<file path="src/design/ntss_pkg.sv">
`timescale 1ns / 1ps
// shared types, constants and register map of the substitution sampler
package ntss_pkg;

	// fixed point
	localparam int FRAC_BITS = 24;
	localparam logic [39:0] LN2_Q40 = 40'hB17217F7D2;
	localparam int TAYLOR_TERMS = 13;
	localparam logic [33:0] K_UNIT = 34'd1 << FRAC_BITS;
	localparam logic [24:0] ONE_Q = 25'd1 << FRAC_BITS;

	// pipeline depths
	localparam int EXP_LAT = 9 + 2 * (TAYLOR_TERMS - 1);
	localparam int PICK_LAT = 4;
	localparam int PIPE_LAT = EXP_LAT + PICK_LAT;

	// class-share divider
	localparam int DIV_STEPS = 40;

	// register map
	localparam logic [2:0] REG_FREQ_A = 3'd0;
	localparam logic [2:0] REG_FREQ_C = 3'd1;
	localparam logic [2:0] REG_FREQ_G = 3'd2;
	localparam logic [2:0] REG_FREQ_T = 3'd3;
	localparam logic [2:0] REG_KR = 3'd4;
	localparam logic [2:0] REG_KY = 3'd5;

	localparam logic [15:0] FREQ_RST = 16'd16384;
	localparam logic [15:0] RATIO_RST = 16'd256;

	// base codes
	localparam logic [1:0] BASE_A = 2'd0;
	localparam logic [1:0] BASE_C = 2'd1;
	localparam logic [1:0] BASE_G = 2'd2;
	localparam logic [1:0] BASE_T = 2'd3;

	typedef struct packed {
		logic [1:0] ancestor_base;
		logic [23:0] branch_length;
		logic [23:0] uniform_draw;
	} in_t;

	typedef struct packed {
		logic [1:0] descendant_base;
		logic config_fault;
	} out_t;

	// config-derived values handed from the coefficient unit
	typedef struct packed {
		logic [3:0][15:0] freq;
		logic [3:0][24:0] quot;
		logic [33:0] karg_r;
		logic [33:0] karg_y;
		logic fault;
	} coef_t;

endpackage

</file>
<file path="src/design/ntss_coef.sv">
`timescale 1ns / 1ps
// configuration registers and the class-share divider
module ntss_coef import ntss_pkg::*; (
	input logic clk,
	input logic arst_n,
	input logic cfg_valid,
	input logic [2:0] cfg_index,
	input logic [15:0] cfg_data,
	output coef_t coef,
	output logic busy
);

	logic [3:0][15:0] freq_q;
	logic [15:0] kr_q;
	logic [15:0] ky_q;
	logic start_q;
	logic run_q;
	logic [5:0] cnt_q;
	logic [3:0][15:0] dvd_q;
	logic [3:0][16:0] rem_q;
	logic [3:0][24:0] quo_q;
	logic [33:0] karg_r_q;
	logic [33:0] karg_y_q;
	logic fault_q;
	logic [16:0] pr;
	logic [16:0] py;
	logic wr_hit;
	logic [3:0][16:0] dsr;
	logic [3:0][17:0] trial;
	logic [3:0] ge;

	assign wr_hit = cfg_valid && (cfg_index <= REG_KY);
	assign pr = {1'b0, freq_q[0]} + {1'b0, freq_q[2]};
	assign py = {1'b0, freq_q[1]} + {1'b0, freq_q[3]};

	// register writes
	always_ff @(posedge clk or negedge arst_n) begin
		if (!arst_n) begin
			freq_q <= {4{FREQ_RST}};
			kr_q <= RATIO_RST;
			ky_q <= RATIO_RST;
		end else if (cfg_valid) begin
			case (cfg_index)
				REG_FREQ_A: freq_q[0] <= cfg_data;
				REG_FREQ_C: freq_q[1] <= cfg_data;
				REG_FREQ_G: freq_q[2] <= cfg_data;
				REG_FREQ_T: freq_q[3] <= cfg_data;
				REG_KR: kr_q <= cfg_data;
				REG_KY: ky_q <= cfg_data;
				default: ;
			endcase
		end
	end

	// divisor is the class sum of each base
	always_comb begin
		for (int i = 0; i < 4; i++) begin
			dsr[i] = i[0] ? py : pr;
			trial[i] = {rem_q[i], dvd_q[i][15]};
			ge[i] = trial[i] >= {1'b0, dsr[i]};
		end
	end

	// divider control
	always_ff @(posedge clk or negedge arst_n) begin
		if (!arst_n) begin
			start_q <= 1'b1;
			run_q <= 1'b0;
			cnt_q <= '0;
		end else begin
			start_q <= wr_hit;
			if (start_q) begin
				run_q <= 1'b1;
				cnt_q <= '0;
			end else if (run_q) begin
				cnt_q <= cnt_q + 6'd1;
				if (cnt_q == 6'(DIV_STEPS - 1)) begin
					run_q <= 1'b0;
				end
			end
		end
	end

	// restoring division, one quotient bit per cycle for all four bases
	always_ff @(posedge clk) begin
		if (start_q) begin
			dvd_q <= freq_q;
			rem_q <= '0;
			quo_q <= '0;
		end else if (run_q) begin
			for (int i = 0; i < 4; i++) begin
				dvd_q[i] <= dvd_q[i] << 1;
				rem_q[i] <= ge[i] ? 17'(trial[i] - {1'b0, dsr[i]}) : trial[i][16:0];
				quo_q[i] <= {quo_q[i][23:0], ge[i]};
			end
		end
	end

	// exponent rate factors and the zero class flag
	always_ff @(posedge clk) begin
		karg_r_q <= (34'(pr) * 34'(kr_q)) + (34'(py) << 8);
		karg_y_q <= (34'(py) * 34'(ky_q)) + (34'(pr) << 8);
		fault_q <= (pr == 17'd0) || (py == 17'd0);
	end

	assign busy = start_q || run_q;
	assign coef.freq = freq_q;
	assign coef.quot = quo_q;
	assign coef.karg_r = karg_r_q;
	assign coef.karg_y = karg_y_q;
	assign coef.fault = fault_q;

endmodule

</file>
<file path="config.mk">
export PLATFORM = sky130hd
export DESIGN_NAME = ntss_coef
export DESIGN_NICKNAME = d
export VERILOG_FILES = /design/src/design/ntss_pkg.sv /design/src/design/ntss_coef.sv
export SDC_FILE = /design/constraint.sdc
export NUM_CORES = 2
export LEC_CHECK = 0
export ABC_CLOCK_PERIOD_IN_PS = 13600
export BUFFER_PORTS_ARGS = -buffer_cell sky130_fd_sc_hd__buf_4
export CAP_MARGIN = 40
export CORE_MARGIN = 2
export CORE_UTILIZATION = 58
export CTS_CLUSTER_SIZE = 30
export DETAILED_ROUTE_END_ITERATION = 8
export PLACE_DENSITY = 0.8
export SYNTH_ARGS = -nofsm -noshare
export SYNTH_HDL_FRONTEND = slang
export SYNTH_SLANG_ARGS = --single-unit
</file>
<file path="constraint.sdc">
create_clock -name clk -period 13.6 [get_ports clk]
set_clock_uncertainty 0.2 [all_clocks]
set_input_delay 2.72 -clock clk [delete_from_list [all_inputs] [get_ports clk]]
set_output_delay 2.72 -clock clk [all_outputs]
set_load 0.02 [all_outputs]
</file>
==> impl_metrics.csv <==
group,metric,value,unit
setup_path,critPathKind,"flip-flop to flip-flop",
clocking,hold_buffers,0,
timing,setup_viol,0,
setup_path,cp.required,13.90,ns
route,drc,0,
grt,grt_pass1_vias,29700,
floorplan,io_pins,256,
setup_path,crit_arrival,9.68,ns
floorplan,die_h,260,µm
clocking,ctsResizeCount,0,
floorplan,rows,93,
grt,gr-total-overflow,0,
yosys,yosys_warnings,0,
timing,fin_crit,9.38,ns
clocking,root_buffer,"clkbuf_16",
placement,place_congestion,0.926,
yosys,synthesis.nets,4721,
status,status,"complete, no violations",
yosys,synth_largest_area_cell,"fa_1",
timing,fin_crit_sh,69.0,%
timing,slew_violations,0,
clocking,postCtsSetupBuffers,0,
route,wl_per_cell,19.7,µm
yosys,syn_inst,3914,
yosys,synthFlopType,"dfxtp_1",
timing,hold-worst-slack,0.291,ns
route,first_pass_iters,7,
final_layout,stdcell_count,5015,
route,drt_first_iter_violations,2116,
grt,grt_first_pass_wirelength,159,mm
floorplan,start_util,58.8,%
route,num_vias,28800,
setup_path,slowest_delay,0.66,ns
final_layout,final_cell_area,0.0427,mm²
setup_path,cp-end-kind,"flip-flop",
placement,place_area,0.0411,mm²
setup_path,crit_slowest_cell,"or3_1",
timing,hold_viol,0,
placement,dp.cells,4931,
timing,rsz0062_at_grt,"false",
yosys,synth_seq_area_share,24.4,%
setup_path,critPathLaunchType,"flip-flop",
route,postRouteAntennaNets,0,
yosys,synth_top_area_share,24.1,%
yosys,ys_types,78,
placement,port_buffers,255,
setup_path,path_max_fanout,18,
yosys,netlist_area,0.0380,mm²
clocking,cts_sinks,405,
final_layout,area_growth,12.2,%
timing,fmax,107,MHz
yosys,synth.area.top_cells,"fa_1 (24%), dfxtp_1 (12%), ha_1 (11%)",
clocking,insertion_delay,0.62,ns
clocking,clk_pin_slew,0.07,ns
final_layout,multi_input_area,0.0261,mm²
yosys,syn_avg_cell_area,9.72,µm²
floorplan,die_w,260,µm
route,via_per_inst,5.73,
floorplan,die_area,0.0677,mm²
clocking,cts_buffer_depth,3,
final_layout,nets,4930,
grt,grt_usage,30.0,%
timing,tns,0,ns
placement,dpl.hpwl,74.2,mm
clocking,cts-htree-levels,2,
setup_path,crit_path_frequent_cell,"fa_1",
setup_path,rrSetupSlack,4.22,ns
final_layout,antenna_cells,0,
flow_run,max-cap-violations,0,
grt,antenna_found_initial,3,
hold_path,hp-class,"flip-flop to flip-flop",
route,wl,98.9,mm
timing,maxSlewHeadroom,28.2,%
final_layout,drive_above_1_share,14.1,%
final_layout,regArea,0.00929,mm²
timing,tightest_slew,1.08,ns
yosys,synth-seq-cells,405,
yosys,async_flop_share,25.7,%
grt,grt_max_degree,196,
final_layout,fillers,5073,
clocking,cts_made_buffers,45,
floorplan,core_area,0.0647,mm²
yosys,synth-edff-count,64,
clocking,cts_tree,"yes",
[Yosys cell counts, types with 8 or more instances]
cell	number
and3_1	19
edfxtp_1	64
and2_1	294
mux2i_1	138
o21ai_0	62
mux2_2	157
nand3_1	23
xor2_1	41
o2111ai_1	8
dfrtp_1	97
clkbuf_1	135
a21oi_1	115
fa_1	458
a211oi_1	70
nand2b_1	18
o21a_1	16
o31ai_1	12
nor2_1	256
nor3_1	39
a21o_1	48
or3_1	16
o211ai_1	11
xnor2_1	84
a31oi_1	14
buf_1	9
ha_1	327
nand4_1	18
o21ai_1	12
inv_1	608
nor2b_1	38
o21bai_1	19
nand2_1	326
dfxtp_1	237
[per-stage QoR]
step / worst slack, ns / utilization, %
finish: 4.22 / 66.0
global route: 3.76 / 66.0
CTS: 4.28 / 66.0
detailed placement: 4.36 / 63.5
global placement: 4.65 / 63.4
floorplan: 5.29 / -
[path summary, 6_finish.rpt]
kind / startpoint / end / cells after the start
min in group asynchronous: arst_n / cnt_q[5] / 1
hold / removal: rem_q[12] / rem_q[12] / 2
setup reg to reg: coef[186] / karg_y_q[31] / 27
hold reg to reg: rem_q[12] / rem_q[12] / 2
setup / recovery: coef[186] / karg_y_q[31] / 27
max in group asynchronous: arst_n / kr_q[15] / 2
[metal layers]
| metal | wire [µm] | track usage (%) |
|---|---|---|
| met5 | 0 | 0 |
| met4 | 5580 | 15.1 |
| met3 | 10200 | 7.73 |
| met2 | 44800 | 47.7 |
| met1 | 38200 | 38.1 |
[final cells by class]
type | instances | area share [%]
multi-input combinational | 2750 | 61.1
tap | 855 | 2.51
inverter | 609 | 5.36
sequential | 405 | 21.8
clock inverter | 21 | 0.689
clock buffer | 63 | 3.01
timing repair buffer | 312 | 5.64
[critical path: cells and delay by family (launching register included)]
kind	cells	cell delay [ns]
xor+xnor	1	0.15
fa+ha+maj	8	3.75
buf+inv	4	0.20
simple gates	6	1.65
compound gates	8	2.86
flops	1	0.43
[cell usage in the layout, fill, tap and decap left out, types with 18 or more instances in the layout]
| master | n |
|---|---|
| and3_1 | 19 |
| ha_1 | 327 |
| nand3_1 | 23 |
| mux2_2 | 157 |
| dfrtp_1 | 96 |
| a21oi_1 | 113 |
| xnor2_1 | 75 |
| edfxtp_1 | 64 |
| o21ai_0 | 62 |
| nand4_1 | 18 |
| clkbuf_16 | 46 |
| nor3_1 | 38 |
| fa_1 | 458 |
| xor2_1 | 39 |
| inv_1 | 607 |
| a21o_1 | 48 |
| buf_4 | 305 |
| nand2_1 | 326 |
| dfxtp_1 | 237 |
| o21bai_1 | 19 |
| mux2i_1 | 138 |
| and2_1 | 294 |
| nor2_1 | 256 |
| a211oi_1 | 70 |
| nor2b_1 | 38 |
| nand2b_1 | 18 |
[cells by family after synthesis]
group                      Yosys count  synth area share (%)
AOI/OAI and AO/OA                  463                  8.16
xor gates and xnor gates           126                  2.92
adders and majority gates          785                  34.9
buffers and inverters              759                  7.52
DFF                                405                  24.4
muxes                              295                  8.28
and+or+nand+nor                   1081                  13.9
[flip-flops by register name, indices dropped and copies added (netlist names)]
| signal | cells |
|---|---|
| fault_q | 1 |
| coef | 164 |
| start_q | 1 |
| kr_q | 16 |
| ky_q | 16 |
| dvd_q | 64 |
| rem_q | 68 |
| run_q | 1 |
| cnt_q | 6 |
| karg_r_q | 34 |
| karg_y_q | 34 |
Power is not shown: default switching activity piles up to over one toggle a cycle in this logic, so the estimate is an artifact.
